**config.mk**
```make
export PLATFORM = sky130hd
export DESIGN_NAME = tone_sequence_player_unit
export DESIGN_NICKNAME = d
export VERILOG_FILES = /design/src/rtl/tsp_pkg.sv /design/src/rtl/tone_sequence_player_unit.sv /design/src/rtl/tsp_queue.sv /design/src/rtl/tsp_core.sv
export VERILOG_INCLUDE_DIRS = /design/src /design/src/rtl
export SDC_FILE = /design/constraint.sdc
export NUM_CORES = 1
export LEC_CHECK = 0
export ABC_AREA = 1
export BUFFER_PORTS_ARGS = -buffer_cell sky130_fd_sc_hd__buf_2
export CORE_MARGIN = 8
export CORE_UTILIZATION = 43
export DETAILED_ROUTE_END_ITERATION = 6
export GPL_TIMING_DRIVEN = 0
export PLACE_DENSITY = 0.66
export SYNTH_ARGS = -nofsm -noshare
export SYNTH_HDL_FRONTEND = slang
export SYNTH_SLANG_ARGS = --single-unit
```
**constraint.sdc**
```tcl
create_clock -name clk -period 3 [get_ports clk]
set_input_delay 0.6 -clock clk [delete_from_list [all_inputs] [get_ports clk]]
set_output_delay 0.6 -clock clk [all_outputs]
set_load 0.1 [all_outputs]
```
**src/rtl/assert_macros.svh**
```systemverilog
// ----------------------------------------------------------------------------
// Assertion macros
// Clocked assertion shorthands for the RTL. Every check samples on the rising
// edge of clk and is disabled while rst_n is low.
// ----------------------------------------------------------------------------
`ifndef ASSERT_MACROS_SVH
`define ASSERT_MACROS_SVH

// Same-cycle implication: cons must hold whenever ante holds.
`define ASSERT_SAME(lbl, ante, cons, msg) \
    lbl: assert property (@(posedge clk) disable iff (!rst_n) (ante) |-> (cons)) \
        else $error(msg);

// Next-cycle implication: cons must hold in the cycle after ante.
`define ASSERT_NEXT(lbl, ante, cons, msg) \
    lbl: assert property (@(posedge clk) disable iff (!rst_n) (ante) |=> (cons)) \
        else $error(msg);

`endif

```
**src/rtl/tsp_pkg.sv**
```systemverilog
// ----------------------------------------------------------------------------
// tsp_pkg
// Shared types, action codes and default sizes of the tone sequence player.
// ----------------------------------------------------------------------------
package tsp_pkg;

    // Default sizes
    localparam int TSP_SEQ_DEPTH = 4;   // sequence entries, first one included
    localparam int TSP_GAP_TICKS = 30;  // silent ticks between sequence tones

    // Action codes
    localparam logic [1:0] ACT_TICK  = 2'd0;
    localparam logic [1:0] ACT_TONE  = 2'd1;
    localparam logic [1:0] ACT_ENTRY = 2'd2;

    // One input item
    typedef struct packed {
        logic [1:0]  action;
        logic [15:0] tone_freq;
        logic [15:0] tone_duration;
        logic        first_entry;
    } tsp_item_t;

    // One result item
    typedef struct packed {
        logic        sounding;
        logic [15:0] sound_freq;
        logic [1:0]  queued_left;
    } tsp_result_t;

endpackage

```
**src/rtl/tone_sequence_player_unit.sv**
```systemverilog
// ----------------------------------------------------------------------------
// tone_sequence_player_unit
// Buzzer tone sequencer: turns ticks, single tones and sequence entries into
// the frequency to drive on an external square-wave generator.
// ----------------------------------------------------------------------------
// Each input transfer is one action: a one-millisecond tick, a single tone or
// a sequence entry; each gives exactly one result transfer with the tone state
// after that action (sounding flag, driven frequency, queued tone count). An
// item is held in the input register, updates the sequencer state on its way
// into the output register and leaves from there as its result. One item
// per cycle is sustained as long as the output is not stalled, and the state
// updates once per item. The output register lets a new item be taken while
// a finished result still waits, and in_stall rises only when both registers
// are full and the output is stalled. A single tone cancels any sequence; a
// first entry sounds at once and up to SEQ_DEPTH-1 further entries queue
// behind it, with GAP_TICKS silent ticks between tones. Write cfg_data only
// while no item is in flight; writing 0 silences the output and drops the
// sequence, and while disabled every action is ignored.
// ----------------------------------------------------------------------------
`include "assert_macros.svh"

module tone_sequence_player_unit
    import tsp_pkg::*;
#(
    parameter int SEQ_DEPTH = TSP_SEQ_DEPTH,
    parameter int GAP_TICKS = TSP_GAP_TICKS
)
(
    input  logic        clk,
    input  logic        rst_n,
    // Configuration
    input  logic        cfg_write,
    input  logic        cfg_data,
    // Input channel
    input  logic        in_valid,
    output logic        in_stall,
    input  logic [1:0]  action,
    input  logic [15:0] tone_freq,
    input  logic [15:0] tone_duration,
    input  logic        first_entry,
    // Result channel
    output logic        out_valid,
    input  logic        out_stall,
    output logic        sounding,
    output logic [15:0] sound_freq,
    output logic [1:0]  queued_left
);

    logic        s1_vld_reg, s1_vld_next;
    tsp_item_t   s1_item_reg;
    logic        out_vld_reg, out_vld_next;
    tsp_result_t out_res_reg;

    tsp_result_t core_res;
    logic        advance;
    logic        step_en;
    logic        in_xfer;

    // Output register frees up when empty or when its result transfers
    assign advance  = !out_vld_reg || !out_stall;
    // Process the held item as it moves into the output register
    assign step_en  = s1_vld_reg && advance;
    // Hold off new transfers only while the input register cannot drain
    assign in_stall = s1_vld_reg && !advance;
    assign in_xfer  = in_valid && !in_stall;

    tsp_core #(
        .SEQ_DEPTH (SEQ_DEPTH),
        .GAP_TICKS (GAP_TICKS)
    ) u_core (
        .clk       (clk),
        .rst_n     (rst_n),
        .cfg_write (cfg_write),
        .cfg_data  (cfg_data),
        .step_en   (step_en),
        .item      (s1_item_reg),
        .result    (core_res)
    );

    always_comb
    begin
        s1_vld_next  = in_stall ? s1_vld_reg : in_valid;
        out_vld_next = advance ? s1_vld_reg : out_vld_reg;
    end

    always_ff @(posedge clk or negedge rst_n)
    begin
        if (!rst_n)
        begin
            s1_vld_reg  <= 1'b0;
            out_vld_reg <= 1'b0;
        end
        else
        begin
            s1_vld_reg  <= s1_vld_next;
            out_vld_reg <= out_vld_next;
        end
    end

    // Payload registers: load on transfer, otherwise hold
    always_ff @(posedge clk)
    begin
        if (in_xfer)
        begin
            s1_item_reg.action        <= action;
            s1_item_reg.tone_freq     <= tone_freq;
            s1_item_reg.tone_duration <= tone_duration;
            s1_item_reg.first_entry   <= first_entry;
        end
        if (step_en)
        begin
            out_res_reg <= core_res;
        end
    end

    assign out_valid   = out_vld_reg;
    assign sounding    = out_res_reg.sounding;
    assign sound_freq  = out_res_reg.sound_freq;
    assign queued_left = out_res_reg.queued_left;

    // Checks
    `ASSERT_NEXT(a_step_fills_out, step_en, out_vld_reg, "processed item lost before output")
    `ASSERT_NEXT(a_s1_holds, s1_vld_reg && !advance,
        s1_vld_reg && $stable(s1_item_reg), "held input item changed while blocked")
    `ASSERT_SAME(a_silent_freq, out_valid && !sounding, sound_freq == 16'd0,
        "nonzero frequency reported while silent")
    `ASSERT_SAME(a_stall_full, in_stall, s1_vld_reg && out_vld_reg,
        "input stalled with a free register")

endmodule

```
**src/rtl/tsp_queue.sv**
```systemverilog
// ----------------------------------------------------------------------------
// tsp_queue
// Small register file for queued sequence entries: one write port and one
// combinational read port.
// ----------------------------------------------------------------------------
module tsp_queue
    import tsp_pkg::*;
#(
    parameter int SEQ_DEPTH = TSP_SEQ_DEPTH,
    localparam int QIDX_W   = (SEQ_DEPTH > 1) ? $clog2(SEQ_DEPTH) : 1
)
(
    input  logic              clk,
    input  logic              wr_en,
    input  logic [QIDX_W-1:0] wr_idx,
    input  logic [15:0]       wr_freq,
    input  logic [15:0]       wr_dur,
    input  logic [QIDX_W-1:0] rd_idx,
    output logic [15:0]       rd_freq,
    output logic [15:0]       rd_dur
);

    localparam int SLOTS = 2 ** QIDX_W;

    logic [15:0] freq_reg [SLOTS];
    logic [15:0] dur_reg  [SLOTS];

    // Slots are written before they are read; no reset needed.
    always_ff @(posedge clk)
    begin
        if (wr_en)
        begin
            freq_reg[wr_idx] <= wr_freq;
            dur_reg[wr_idx]  <= wr_dur;
        end
    end

    assign rd_freq = freq_reg[rd_idx];
    assign rd_dur  = dur_reg[rd_idx];

endmodule

```
**src/rtl/tsp_core.sv**
```systemverilog
// ----------------------------------------------------------------------------
// tsp_core
// Sequencer state: enable flag, tone and gap countdowns, queue bookkeeping.
// Updates once per transfer or configuration write and forms the result from the updated state.
// ----------------------------------------------------------------------------
module tsp_core
    import tsp_pkg::*;
#(
    parameter int SEQ_DEPTH = TSP_SEQ_DEPTH,
    parameter int GAP_TICKS = TSP_GAP_TICKS
)
(
    input  logic        clk,
    input  logic        rst_n,
    input  logic        cfg_write,
    input  logic        cfg_data,
    input  logic        step_en,
    input  tsp_item_t   item,
    output tsp_result_t result
);

    localparam int QIDX_W = (SEQ_DEPTH > 1) ? $clog2(SEQ_DEPTH) : 1;
    localparam int LEN_W  = $clog2(SEQ_DEPTH + 1);
    localparam int GAP_W  = $clog2(GAP_TICKS + 1);

    logic              enabled_reg,      enabled_next;
    logic [15:0]       tone_left_reg,    tone_left_next;
    logic              tone_timing_reg,  tone_timing_next;
    logic [GAP_W-1:0]  gap_left_reg,     gap_left_next;
    logic              gap_pending_reg,  gap_pending_next;
    logic [LEN_W-1:0]  queue_len_reg,    queue_len_next;
    logic [LEN_W-1:0]  queue_pos_reg,    queue_pos_next;
    logic [15:0]       cur_freq_reg,     cur_freq_next;

    logic              q_wr_en;
    logic [15:0]       q_rd_freq;
    logic [15:0]       q_rd_dur;
    logic [LEN_W-1:0]  left_diff;
    logic [LEN_W+1:0]  left_wide;

    tsp_queue #(
        .SEQ_DEPTH (SEQ_DEPTH)
    ) u_queue (
        .clk     (clk),
        .wr_en   (q_wr_en),
        .wr_idx  (queue_len_reg[QIDX_W-1:0]),
        .wr_freq (item.tone_freq),
        .wr_dur  (item.tone_duration),
        .rd_idx  (queue_pos_reg[QIDX_W-1:0]),
        .rd_freq (q_rd_freq),
        .rd_dur  (q_rd_dur)
    );

    always_comb
    begin
        enabled_next     = enabled_reg;
        tone_left_next   = tone_left_reg;
        tone_timing_next = tone_timing_reg;
        gap_left_next    = gap_left_reg;
        gap_pending_next = gap_pending_reg;
        queue_len_next   = queue_len_reg;
        queue_pos_next   = queue_pos_reg;
        cur_freq_next    = cur_freq_reg;
        q_wr_en          = 1'b0;

        if (cfg_write)
        begin
            enabled_next = cfg_data;
            if (!cfg_data)
            begin
                tone_left_next   = '0;
                tone_timing_next = 1'b0;
                gap_left_next    = '0;
                gap_pending_next = 1'b0;
                queue_len_next   = '0;
                queue_pos_next   = '0;
                cur_freq_next    = '0;
            end
        end
        else if (step_en && enabled_reg)
        begin
            case (item.action)
                ACT_TICK:
                begin
                    if (tone_timing_reg)
                    begin
                        if (tone_left_reg <= 16'd1)
                        begin
                            tone_timing_next = 1'b0;
                            tone_left_next   = '0;
                            cur_freq_next    = '0;
                            if (queue_pos_reg < queue_len_reg)
                            begin
                                gap_pending_next = 1'b1;
                                gap_left_next    = GAP_W'(GAP_TICKS);
                            end
                        end
                        else
                        begin
                            tone_left_next = tone_left_reg - 16'd1;
                        end
                    end
                    else if (gap_pending_reg)
                    begin
                        if (gap_left_reg <= GAP_W'(1))
                        begin
                            gap_pending_next = 1'b0;
                            gap_left_next    = '0;
                            if ((queue_pos_reg < queue_len_reg) &&
                                (queue_pos_reg < LEN_W'(SEQ_DEPTH)))
                            begin
                                cur_freq_next    = q_rd_freq;
                                tone_left_next   = q_rd_dur;
                                tone_timing_next = 1'b1;
                                queue_pos_next   = queue_pos_reg + LEN_W'(1);
                            end
                        end
                        else
                        begin
                            gap_left_next = gap_left_reg - GAP_W'(1);
                        end
                    end
                end
                ACT_TONE:
                begin
                    // Single tone cancels the sequence and any gap
                    queue_len_next   = '0;
                    queue_pos_next   = '0;
                    gap_pending_next = 1'b0;
                    gap_left_next    = '0;
                    cur_freq_next    = item.tone_freq;
                    tone_left_next   = item.tone_duration;
                    tone_timing_next = 1'b1;
                end
                ACT_ENTRY:
                begin
                    if (item.first_entry)
                    begin
                        gap_pending_next = 1'b0;
                        gap_left_next    = '0;
                        cur_freq_next    = item.tone_freq;
                        tone_left_next   = item.tone_duration;
                        tone_timing_next = 1'b1;
                        queue_len_next   = LEN_W'(1);
                        queue_pos_next   = LEN_W'(1);
                    end
                    else if ((queue_len_reg != '0) &&
                             (queue_len_reg < LEN_W'(SEQ_DEPTH)))
                    begin
                        q_wr_en        = 1'b1;
                        queue_len_next = queue_len_reg + LEN_W'(1);
                    end
                end
                default:
                begin
                    // Unused action code: hold state
                end
            endcase
        end
    end

    // Result reflects the state after this transfer
    always_comb
    begin
        left_diff = (queue_pos_next < queue_len_next) ?
                    (queue_len_next - queue_pos_next) : '0;
        left_wide = (LEN_W + 2)'(left_diff);
        result.sounding    = enabled_next && tone_timing_next;
        result.sound_freq  = result.sounding ? cur_freq_next : 16'd0;
        result.queued_left = enabled_next ? left_wide[1:0] : 2'd0;
    end

    always_ff @(posedge clk or negedge rst_n)
    begin
        if (!rst_n)
        begin
            enabled_reg     <= 1'b0;
            tone_left_reg   <= '0;
            tone_timing_reg <= 1'b0;
            gap_left_reg    <= '0;
            gap_pending_reg <= 1'b0;
            queue_len_reg   <= '0;
            queue_pos_reg   <= '0;
            cur_freq_reg    <= '0;
        end
        else
        begin
            enabled_reg     <= enabled_next;
            tone_left_reg   <= tone_left_next;
            tone_timing_reg <= tone_timing_next;
            gap_left_reg    <= gap_left_next;
            gap_pending_reg <= gap_pending_next;
            queue_len_reg   <= queue_len_next;
            queue_pos_reg   <= queue_pos_next;
            cur_freq_reg    <= cur_freq_next;
        end
    end

endmodule

```
==> Word-level counts from Yosys, hierarchy flattened <==
Memory sizes are Yosys's and may differ from the RTL's.
Index checks and enable logic that the tools add are counted.
{ "totals": {"ff_bits": 102, "n_memories": 2, "rom_bits": 0, "mem_bits_rw": 128, "input_bits": 41, "wordCells": 132, "out_inout_bits": 21, "latchBits": 0} }
{ "op_classes": {"reduce_logical": 20, "bitwise_logic": 0, "n_shift": 0, "add_sub_neg": 5, "n_div": 0, "n_lt_le_gt_ge": 6, "eq_ne": 9, "n_mux": 73, "mul": 0} }
{ "mem_list": {"columns": ["name", "words", "word_bits", "rd", "rd_clocked_by_memory_dff", "write_ports", "line", "source"], "rows": [
  ["u_core.u_queue.dur_reg", 4, 16, 1, 0, 1, "tsp_queue.sv:26", "logic [15:0] dur_reg [SLOTS];"],
  ["u_core.u_queue.freq_reg", 4, 16, 1, 0, 1, "tsp_queue.sv:25", "logic [15:0] freq_reg [SLOTS];"]
]} }
{ "ops": {"columns": ["operator", "count"], "rows": [
  ["$mux W16", 18],
  ["$pmux W16 S3", 2],
  ["$mux W5", 9],
  ["$mux W3", 13],
  ["$mux W1", 26],
  ["$le A16 B1 Y1 const B", 1],
  ["$sub A16 B1 Y16 const B", 1],
  ["$pmux W5 S3", 1],
  ["$reduce_and A7 Y1", 2],
  ["$ne A4 B2 Y1 const B", 3],
  ["$pmux W3 S3", 1],
  ["$ne A4 B4 Y1 const B", 2],
  ["$logic_and A1 B1 Y1", 7],
  ["$add A3 B1 Y3 const B", 2],
  ["$lt A3 B3 Y1", 2],
  ["$lt A3 B3 Y1 const B", 2],
  ["$pmux W1 S3", 2],
  ["$pmux W3 S2", 1],
  ["$reduce_and A6 Y1", 1],
  ["$le A5 B1 Y1 const B", 1],
  ["$sub A5 B1 Y5 const B", 1],
  ["$logic_not A1 Y1", 4],
  ["$reduce_bool A4 Y1", 1],
  ["$ne A3 B3 Y1 const B", 1],
  ["other kinds (9)", 9]
]} }

==> Depth between registers and ports, before layout <==
Gate-level depths: netlist of the first run.
{ "depth": {"word_depth": 11, "mapped_depth": 15, "depth_no_buf": 15} }

==> Modules after synthesis <==
Synthesis of the first run repeated with hierarchy kept, for this count alone.
{ "hier_totals": {"cells_unflattened": 1228, "area_unflattened_um2": 11369.7} }
{ "by_module_without_submodules": {"columns": ["module", "instances", "area_each_um2", "cells_each", "seq_area_each_um2"], "rows": [
  ["tsp_queue", 1, 5437.7, 509, 3843.7],
  ["tsp_core", 1, 4215.3, 653, 1151.1],
  ["tone_sequence_player_unit", 1, 1716.6, 66, 1671.6]
]} }

==> Worst setup path before layout of the first run <==
Ideal clock, no wire load.
{ "synth_timing": {"path_kind": "register to register", "start": "register out_vld_reg (netlist: out_valid)", "end": "register s1_item_reg[0] (netlist name) (enable)", "path_buffers": 0, "path_stages_with_launch": 6, "setup_slack_ns": -0.580, "t_arrival_ns": 3.164, "required_time_ns": 2.584, "synth_period_minus_slack_ns": 3.580, "setup_ns": 0.416, "cell_sequence": "dfrtp_1 nand2_1 nor2_1 inv_1 nand2_1 inv_1"} }
{ "synth_between": {"elab_chain_len": 6} }
{ "synth_rtl": {"columns": ["item", "line", "source"], "rows": [
  ["from (decl)", "tone_sequence_player_unit.sv:51", "logic out_vld_reg, out_vld_next;"],
  ["from (signal assigned)", "tone_sequence_player_unit.sv:96", "out_vld_reg <= out_vld_next;"],
  ["$logic_not A1 Y1", "tone_sequence_player_unit.sv:60", "assign advance = !out_vld_reg || !out_stall;"],
  ["$logic_or A1 B1 Y1", "tone_sequence_player_unit.sv:60", null],
  ["$logic_not A1 Y1", "tone_sequence_player_unit.sv:64", "assign in_stall = s1_vld_reg && !advance;"],
  ["$logic_and A1 B1 Y1", "tone_sequence_player_unit.sv:64", null],
  ["named net in_stall", "tone_sequence_player_unit.sv:36", "output logic in_stall,"],
  ["$logic_not A1 Y1", "tone_sequence_player_unit.sv:65", "assign in_xfer = in_valid && !in_stall;"],
  ["$logic_and A1 B1 Y1", "tone_sequence_player_unit.sv:65", null],
  ["named net in_xfer", "tone_sequence_player_unit.sv:57", "logic in_xfer;"],
  ["to (decl)", "tone_sequence_player_unit.sv:50", "tsp_item_t s1_item_reg;"]
]} }
The timed path passes the listed nets, and every way through them passes these cells.
A chain may end at the register's enable or synchronous reset.

==> Final worst setup path of the first run <==
{ "layout_timing": {"start": "register u_core.queue_pos_reg[1]", "end": "register out_res_reg, in the netlist queued_left[1] (data pin)"} }
{ "layout_between": {"elab_chain_len": 11, "elab_cells_between_ends": 16, "classes_between": "add/sub (2); order compare (3); mux (9); reduce/logical (2)"} }
{ "layout_rtl": {"columns": ["item", "line", "source"], "rows": [
  ["from (decl)", "tsp_core.sv:32", "logic [LEN_W-1:0] queue_pos_reg, queue_pos_next;"],
  ["from (signal assigned)", "tsp_core.sv:194", "queue_pos_reg <= queue_pos_next;"],
  ["$lt A3 B3 Y1, on equally long branches", "tsp_core.sv:109, tsp_core.sv:110", null],
  ["$logic_and A1 B1 Y1", "tsp_core.sv:109", "if ((queue_pos_reg < queue_len_reg) &&"],
  ["$mux W3", "tsp_core.sv:109", null],
  ["$mux W3", "tsp_core.sv:105", "if (gap_left_reg <= GAP_W'(1))"],
  ["$mux W3", "tsp_core.sv:103", "else if (gap_pending_reg)"],
  ["$mux W3", "tsp_core.sv:85", "if (tone_timing_reg)"],
  ["$pmux W3 S3", "tsp_core.sv:82", "case (item.action)"],
  ["$mux W3", "tsp_core.sv:80", "else if (step_en && enabled_reg)"],
  ["$mux W3 (*)", "tsp_core.sv:66", "if (cfg_write)"],
  ["named net u_core.queue_pos_next[1]", "tsp_core.sv:32", null],
  ["$lt A3 B3 Y1", "tsp_core.sv:165", "left_diff = (queue_pos_next < queue_len_next) ?"],
  ["$reduce_and A2 Y1 (no source line)", null, null],
  ["to (signal assigned)", "tone_sequence_player_unit.sv:112", "out_res_reg <= core_res;"],
  ["to (decl)", "tone_sequence_player_unit.sv:52", "tsp_result_t out_res_reg;"]
]} }
Mark *: on every way through the listed nets, which the timed path passes. The rest lies on a longest branch.

==> results.yml, run 1 <==
run_status:
  status: "finished, final reports clean"
clocking:
  cts_root_buf: "clkbuf_16"
  cts_tree: "yes"
  cts_num_sinks: 230
  clock_latency_ps: 540
  clockBufferDepth: 3
  cts_made_buffers: 25
  h-tree-depth: 1
  path_clk_slew_ps: 70
detailed_routing:
  route.vias.total: 7654
  via_per_inst: 5.12
  drtAntennaViolNets: 0
  wl_per_cell_microns: 17.2
  routed_wl_mm: 25.7
  drt_pass1_iterations: 5
  route.detailed.drc: 0
  drt-initial-drc-count: 729
global_routing:
  grt_pass1_vias: 7467
  antenna_found_initial: 0
  grt_usage_pct: 16.7
  grt_start_max_net_pins: 49
  grt_overflow: 0
  grt_pass1_wl_mm: 40.7
setup_path:
  cp_max_fo: 10
  critical_path_class: "flop to flop"
  slowest_stage: "dfrtp_1"
  cp_top_family: "buffers and inverters"
  cp.required_ps: 3270
  critPathLaunchType: "flop"
  r2r_cells: 11
  cp.arrival_ps: 3050
  crit_chain: "buf_2 -> inv_1 -> buf_2 -> buf_2 -> o211ai_1 -> nand2_1 -> o21ai_0 -> ha_1 -> nand2_1 -> o211ai_1 -> nor2_1"
  crit_buf_inv: 4
  crit_path_end_kind: "flop"
  worst_path_most_repeated_cell: "buf_2"
  max_stage_delay_ps: 450
  cp_num_cells: 11
floorplan:
  dieArea_sq_mm: 0.0301
  fp-row-count: 57
  start_util_pct: 43.9
  die_h_microns: 174
  io_pins: 62
  core_sq_mm: 0.0243
  die_w_microns: 174
layout:
  final_common_cell: "nand2_1"
  stdcell_area_sq_mm: 0.0125
  final_cell_mix: "nand2_1 (224), edfxtp_1 (182), nor2_1 (133)"
  num-nets-final: 1211
  fillers: 2119
  diodes: 0
  synthToLayoutAreaGrowth_pct: 17.1
  drive_gt1_share_pct: 17.0
  final_cell_count_no_fill: 1494
timing:
  clock.fmax_mhz: 360
  fin_setup_tns_ps: 0
  hold_violations: 0
  slew_viol_final: 0
  rsz0062_at_grt: "false"
  fin_crit_ps: 2780
  whs_ps: 236
  worst_slew_pin_slew_ps: 1280
  setup_violations: 0
  max_slew_margin_pct: 14.5
  fin_skew_ps: 14.8
  final.period_utilization_pct: 92.7
min_path:
  holdPathStages: 1
  hold_class: "input port to flop"
yosys:
  seq_area_frac_synth_pct: 62.5
  ys_types: 49
  netlist_area_sq_mm: 0.0107
  yosys-top-cells-area: "edfxtp_1 (51%), dfrtp_1 (11%), nand2_1 (7.9%)"
  yosys_warnings: 0
  synthCells: 1026
  yosys_register_bits: 230
  postSynthAreaPerCell_sq_um: 10.4
  netlist.area_leader.share_pct: 51.2
  netlist.top_cell.by_area: "edfxtp_1"
pwr:
  combPwrFrac_pct: 16.3
  power_density_mw_per_mm2: 675
  p_switching_mw: 2.40
  p_int_mw: 6.04
  worst_ir_drop_vdd_v: 0.000530
  power_mw: 8.43
  seq_power_share_pct: 45.6
  p_clk_share_pct: 38.2
  swShare_pct: 28.4
  p_leak_nw: 5.11
placement:
  dp_cells: 1445
  post_dp_cell_area_sq_mm: 0.0116
  gp_congestion: 0.914
  dp_hpwl_mm: 17.4
  port_buffers: 60
flow_run:
  drv_cap: 0
[timing repair]
item | CTS | global route
gates resized for setup | 0 | 2
endpoints found under the setup margin | 0 | 2
setup buffers | 0 | 3
hold buffers | 0 | 0
[path summary, 6_finish.rpt]
check	from	endpoint	slack (ps)
max	u_core.queue_pos_reg[1]$_DFF_PN0_	queued_left[1]$_SDFFCE_PN0P_	220
min	tone_duration[13]	s1_item_reg[14]$_DFFE_PP_	240
max reg2reg	u_core.queue_pos_reg[1]$_DFF_PN0_	queued_left[1]$_SDFFCE_PN0P_	220
min reg2reg	u_core.tone_left_reg[1]$_DFFE_PN0P_	u_core.tone_left_reg[1]$_DFFE_PN0P_	490
max in group asynchronous	rst_n	u_core.cur_freq_reg[6]$_DFF_PN0_	1870
min in group asynchronous	rst_n	u_core.tone_left_reg[1]$_DFFE_PN0P_	360
[per-layer routing]
layer	part of all wire (%)	GRT usage [%]	wire (microns)	vias up
li1	-	-	-	3760
met1	45	23.5	11700	3603
met2	46	26.5	11900	249
met3	6.6	2.46	1710	42
met4	1.8	4.74	475	0
met5	0	0	0	-
[power groups by stage]
stage	logic, mW	registers, mW	clock network (mW)
2_1_floorplan	0.891	4.03	0
4_1_cts	1.37	3.84	3.28
3_5_place_dp	1.35	3.90	0
5_1_grt	1.52	3.87	3.40
6_report	1.37	3.84	3.22
3_3_place_gp	1.33	3.90	0
[layout make-up]
| cell class | count | area, sq um | area share (%) |
|---|---|---|---|
| buffer | 48 | 245 | 1.96 |
| clock buffer | 33 | 676 | 5.41 |
| clock inverter | 13 | 190 | 1.52 |
| inverter | 62 | 235 | 1.88 |
| multi-input combinational | 717 | 3680 | 29.4 |
| sequential | 230 | 6670 | 53.3 |
| tap | 324 | 405 | 3.24 |
| timing repair buffer | 67 | 398 | 3.18 |
[cell families after synthesis]
kind of cell / synth area share (%)
buffers and inverters: 4.50
AND/OR/NAND/NOR: 18.5
XOR/XNOR: 1.15
AO/OA/AOI/OAI: 11.1
adder cells (fa/ha/maj): 2.23
other: 0.0351
flip-flops: 62.5
[through the flow]
step	worst slack [ps]	utilization, %
2_1_floorplan	-143	-
3_3_place_gp	-1380	47.3
3_5_place_dp	106	47.7
4_1_cts	126	51.2
5_1_grt	8.15	51.4
6_report	220	51.4
[cells in the mapped netlist, drive strengths merged]
cell type	n
nand2	232
edfxtp	182
nor2	145
o21ai	110
nand3	76
inv	57
dfrtp	48
a21oi	34
buf	32
ha	19
a2bb2oi	16
clkbuf	16
o211ai	11
xor2	10
nor3	6
clkinv	5
o22ai	5
xnor2	4
a32o	3
nand4	3
o31ai	2
a22oi	1
and3	1
conb	1
o2111ai	1
o21bai	1
o22a	1
o311ai	1
o32ai	1
o41ai	1
or2	1
(Power assumes the default switching activity.)
==> run 2: changes to the inputs <==
--- a/config.mk
+++ b/config.mk
@@ -11,8 +11,7 @@
 export CORE_MARGIN = 8
 export CORE_UTILIZATION = 43
 export DETAILED_ROUTE_END_ITERATION = 6
-export GPL_TIMING_DRIVEN = 0
-export PLACE_DENSITY = 0.66
+export PLACE_DENSITY = 0.64
 export SYNTH_ARGS = -nofsm -noshare
 export SYNTH_HDL_FRONTEND = slang
 export SYNTH_SLANG_ARGS = --single-unit
==> constraint.sdc (replaced) <==
create_clock -name clk -period 2.8 [get_ports clk]
set_input_delay 0.56 -clock clk [delete_from_list [all_inputs] [get_ports clk]]
set_output_delay 0.56 -clock clk [all_outputs]
set_load 0.1 [all_outputs]
==> results.yml, run 2 (synthesized netlist as in run 1, its figures left out) <==
run_status:
  status: "finished, final reports clean"
setup_path:
  critical_path_class: "flop to flop"
  cp.required_ps: 3070
  crit_chain: "inv_2 -> ha_4 -> a21oi_2 -> nand3_2 -> nor2_8 -> nand2_1 -> o21ai_1 -> o211ai_1 -> nand2_1 -> o21ai_1 -> ha_1 -> nand2_1 -> o211ai_1 -> nor2_1"
  rr_endpoint: "queued_left[1]$_SDFFCE_PN0P_"
  cp_num_cells: 14
  regToRegStartpoint: "u_core.queue_len_reg[2]$_DFF_PN0_"
  critPathLaunchType: "flop"
  cp.arrival_ps: 2810
  cp_max_fo: 3
  crit_start: "u_core.queue_len_reg[2]$_DFF_PN0_"
  max_stage_delay_ps: 400
  slowest_stage: "dfrtp_1"
  crit_path_end_kind: "flop"
  worst_path_most_repeated_cell: "nand2_1"
  cp_top_family: "compound AO/OA/AOI/OAI gates"
  r2r_cells: 14
  endpoint: "queued_left[1]$_SDFFCE_PN0P_"
  r2r_setup_slack_ps: 260
  crit_buf_inv: 1
floorplan:
  io_pins: 62
  die_w_microns: 174
  start_util_pct: 43.9
  die_h_microns: 174
  dieArea_sq_mm: 0.0301
  core_sq_mm: 0.0243
  fp-row-count: 57
pwr:
  power_density_mw_per_mm2: 721
  worst_ir_drop_vdd_v: 0.000561
  p_leak_nw: 5.12
global_routing:
  grt_start_max_net_pins: 70
  grt_pass1_wl_mm: 40.6
  antenna_found_initial: 0
  use_met1_pct: 22.7
  grt_pass1_vias: 7495
  gr-usage-met3_pct: 2.46
  grt-busiest-layer: "met2"
  grtUsageMet2_pct: 27.2
  grt_usage_pct: 16.5
  grt_overflow: 0
timing:
  fin_skew_ps: 10.2
  hold_violations: 0
  worst_slew_pin_slew_ps: 1020
  slew_viol_final: 0
  whs_ps: 211
  final.period_utilization_pct: 90.6
  setup_violations: 0
  clock.fmax_mhz: 394
  max_slew_margin_pct: 32.1
  fin_crit_ps: 2540
  fin_setup_tns_ps: 0
layout:
  drive_gt1_share_pct: 18.3
  diodes: 0
  fillers: 2153
  multiInputGateArea_sq_mm: 0.00371
  final_common_cell: "nand2_1"
  num-nets-final: 1194
  synthToLayoutAreaGrowth_pct: 17.2
  final_cell_mix: "nand2_1 (224), edfxtp_1 (182), nor2_1 (132)"
  ff_latch_area_sq_mm: 0.00667
clocking:
  path_clk_slew_ps: 60
  cts_root_buf: "clkbuf_16"
  h-tree-depth: 1
  cts-hold-fix-buffers: 0
  cts_made_buffers: 26
  cts_tree: "yes"
  clock_latency_ps: 520
  cts_num_sinks: 230
  clockBufferDepth: 3
placement:
  dp_hpwl_mm: 16.0
  gp_congestion: 0.855
  port_buffers: 61
detailed_routing:
  route.detailed.drc: 0
  drt_pass1_iterations: 5
  routed_wl_mm: 25.1
  drtAntennaViolNets: 0
  via_per_inst: 5.13
  wl_per_cell_microns: 17.0
  drt-initial-drc-count: 553
  route.vias.total: 7584
flow_run:
  drv_cap: 0
min_path:
  hold_class: "input port to flop"
==> run 2: cell count changes in the layout (fill, tap and decap cells not counted), moves of 3 or more <==
| cell | change |
|---|---|
| o21ai_0 | -3 |
| buf_4 | +26 |
| inv_1 | -3 |
| o21ai_1 | +3 |
| clkinv_2 | +3 |
| buf_2 | -22 |
| clkbuf_1 | -18 |
| buf_1 | -3 |
==> run 2: what timing repair did <==
action	CTS	global route
setup buffers	0	3
setup endpoints to repair	0	2
resized for setup	0	11
==> run 2: worst min-delay path by stage <==
stage                                   startpoint                                  end  slack (ps)  cells past startpoint
3_5_place_dp   u_core.tone_left_reg[1]$_DFFE_PN0P_  u_core.tone_left_reg[1]$_DFFE_PN0P_         470                      2
6_report                               first_entry             s1_item_reg[0]$_DFFE_PP_         210                      1
4_1_cts                                first_entry             s1_item_reg[0]$_DFFE_PP_         190                      1
3_3_place_gp    u_core.gap_left_reg[4]$_DFFE_PN0P_   u_core.gap_left_reg[4]$_DFFE_PN0P_         470                      2
2_1_floorplan                                rst_n                out_valid$_DFFE_PN0N_         260                      0
5_1_grt                           tone_duration[5]             s1_item_reg[6]$_DFFE_PP_         190                      1
==> run 2: power breakdown <==
group	switching [mW]	leakage (nW)	total, mW	internal (mW)
registers	0.185	2.34	4.11	3.92
clock network	1.38	0.426	3.44	2.05
logic	1.01	2.35	1.47	0.460
total	2.58	5.12	9.02	6.44
==> run 2: metrics by stage <==
step	power [mW]	setup WS (ps)	instance area [sq um]	utilization (%)	cells
final	9.02	263	12500	51.4	1478
after global routing	9.41	-22.9	12500	51.4	1478
after CTS	9.07	109	12400	51.2	1475
after detailed placement	5.63	102	11600	47.6	1427
after global placement	5.60	210	11600	47.6	1427
after floorplan	5.27	-343	10800	-	1057
==> run 2: area by class of cell <==
cell class | instances | area share, %
sequential | 230 | 53.3
multi-input combinational | 717 | 29.6
clock buffer | 33 | 5.90
timing repair buffer | 97 | 4.90
tap | 324 | 3.24
inverter | 62 | 1.88
clock inverter | 15 | 1.13
==> run 2: per-layer routing <==
layer	share of wire (%)	vias up	wire, microns
met3	4.7	30	1170
li1	-	3722	-
met4	1.5	0	373
met1	47	3670	11800
met5	0	-	0
met2	47	162	11800
==> run 2: worst register-to-register path: stages (launching register included) <==
cell and delay (ps):
dfrtp_1 400, inv_2 90, ha_4 210, a21oi_2 150, nand3_2 150, nor2_8 150, nand2_1 80, o21ai_1 130
o211ai_1 90, nand2_1 60, o21ai_1 90, ha_1 320, nand2_1 60, o211ai_1 220, nor2_1 80
==> run 3: changes to the inputs <==
--- a/config.mk
+++ b/config.mk
@@ -11,7 +11,8 @@
 export CORE_MARGIN = 8
 export CORE_UTILIZATION = 43
 export DETAILED_ROUTE_END_ITERATION = 6
-export PLACE_DENSITY = 0.64
+export PLACE_DENSITY = 0.66
+export RECOVER_POWER = 25
 export SYNTH_ARGS = -nofsm -noshare
 export SYNTH_HDL_FRONTEND = slang
 export SYNTH_SLANG_ARGS = --single-unit
==> constraint.sdc (replaced) <==
create_clock -name clk -period 2.3 [get_ports clk]
set_input_delay 0.46 -clock clk [delete_from_list [all_inputs] [get_ports clk]]
set_output_delay 0.46 -clock clk [all_outputs]
set_load 0.1 [all_outputs]
==> results.yml, run 3 (synthesized netlist as in run 1, its figures left out) <==
clocking:
  cts-hold-fix-buffers: 0
  path_clk_slew_ps: 60
  cts_tree: "yes"
  clock_latency_ps: 520
  clockBufferDepth: 3
  cts_made_buffers: 25
  h-tree-depth: 1
  cts_root_buf: "clkbuf_16"
  cts_num_sinks: 230
placement:
  dp_hpwl_mm: 16.2
  post_dp_cell_area_sq_mm: 0.0119
  dp_cells: 1456
  dp_slack_ps: -183
  gp_congestion: 0.838
  port_buffers: 61
pwr:
  p_leak_nw: 5.25
  worst_ir_drop_vdd_v: 0.000530
  power_mw: 10.8
  power_density_mw_per_mm2: 849
setup_path:
  cp_max_fo: 3
  cp.required_ps: 2570
  critPathLaunchType: "flop"
  crit_path_end_kind: "flop"
  cp.arrival_ps: 2670
  critical_path_class: "flop to flop"
timing:
  clock.fmax_mhz: 416
  setup_violations: 2
  max_slew_margin_pct: -9.15
  fin_skew_ps: 7.53
  worst_slew_pin_slew_ps: 1640
  slew_viol_final: 25
  timing.final.ws_setup_ps: -106
  fin_setup_tns_ps: -199
  rsz0062_at_grt: "true"
  fin_crit_ps: 2410
  hold_violations: 0
  final.period_utilization_pct: 105
floorplan:
  start_util_pct: 43.9
  die_h_microns: 174
  io_pins: 62
  die_w_microns: 174
  dieArea_sq_mm: 0.0301
  core_sq_mm: 0.0243
  fp-row-count: 57
detailed_routing:
  route.detailed.drc: 0
  drtAntennaViolNets: 0
  drt-initial-drc-count: 642
  wl_per_cell_microns: 16.9
  routed_wl_mm: 25.4
  route.vias.total: 7807
  via_per_inst: 5.19
  drt_pass1_iterations: 5
layout:
  stdcell_area_sq_mm: 0.0128
  num-nets-final: 1222
  final_common_cell: "nand2_1"
  final_cell_count_no_fill: 1504
  multiInputGateArea_sq_mm: 0.00375
  ff_latch_area_sq_mm: 0.00667
  drive_gt1_share_pct: 19.4
  fillers: 2120
  final_cell_mix: "nand2_1 (222), edfxtp_1 (182), nor2_1 (134)"
  diodes: 0
  synthToLayoutAreaGrowth_pct: 19.6
global_routing:
  antenna_found_initial: 0
  grt_pass1_wl_mm: 41.6
  grt_overflow: 0
  grt_usage_pct: 16.9
  grt_start_max_net_pins: 70
  grt_pass1_vias: 7716
min_path:
  hold_class: "input port to flop"
run_status:
  status: "complete, but fails checks"
  violations: "capacitance limit, slew limit, setup timing"
flow_run:
  drv_cap: 1
-- run 3: where the power goes --
part | internal [mW] | total [mW] | switching, mW
Sequential | 4.78 | 5.01 | 0.230
Combinational | 0.603 | 1.85 | 1.25
Clock | 2.40 | 3.98 | 1.57
Total | 7.78 | 10.8 | 3.05
-- run 3: timing repair --
item / CTS / global route
endpoints found under the setup margin: 2 / 29
cloned: 0 / 0
buffers inserted: 1 / 2
gates resized for setup: 4 / 6
pin swaps: 4 / 1
hold endpoints to repair: 0 / 0
-- run 3: routing by layer --
layer  global-route usage [%]  up-vias  part of all wire [%]
met5                        0        -                     0
li1                         -     3780                     -
met1                     23.1     3733                    45
met4                     4.60        0                   2.0
met3                     2.09       45                   6.1
met2                     27.9      249                    47
-- run 3: final cells by class --
class / count / area share [%]
inverters: 62 / 1.84
repair buffers: 126 / 6.95
multi-input cells: 717 / 29.4
clock inverters: 10 / 1.01
clock buffers: 35 / 5.35
flip-flops and latches: 230 / 52.3
well taps: 324 / 3.18
-- run 3: critical path, stage by stage (launching register included) --
cell and delay [ps]:
dfrtp_1 380, inv_2 90, ha_4 220, a21oi_4 170, nand3_4 120, nor2_8 130
nand2_2 70, o21ai_2 120, o211ai_1 90, nand2_1 80, o21ai_2 60, ha_1 300
nand2_1 60, o211ai_1 200, nor2_1 70
-- run 3: final timing paths --
| kind | startpoint | endpoint | slack, ps | depth (start not counted) |
|---|---|---|---|---|
| min | tone_duration[13] | s1_item_reg[14]$_DFFE_PP_ | 120 | 1 |
| max in group asynchronous | rst_n | u_core.tone_left_reg[5]$_DFFE_PN0P_ | 400 | 2 |
| min in group asynchronous | rst_n | u_core.gap_left_reg[4]$_DFFE_PN0P_ | 360 | 1 |
| max reg2reg | u_core.queue_len_reg[2]$_DFF_PN0_ | queued_left[1]$_SDFFCE_PN0P_ | -110 | 14 |
| max | u_core.queue_len_reg[2]$_DFF_PN0_ | queued_left[1]$_SDFFCE_PN0P_ | -110 | 14 |
| min reg2reg | u_core.tone_left_reg[1]$_DFFE_PN0P_ | u_core.tone_left_reg[1]$_DFFE_PN0P_ | 480 | 2 |
-- run 3: stage by stage --
stage / hold slack, ps / utilization (%)
final: 116 / 52.5
after global routing: 104 / 52.5
after detailed placement: 469 / 48.9
after CTS: 5.31 / 52.4
after floorplan: 164 / -
after global placement: 470 / 48.9
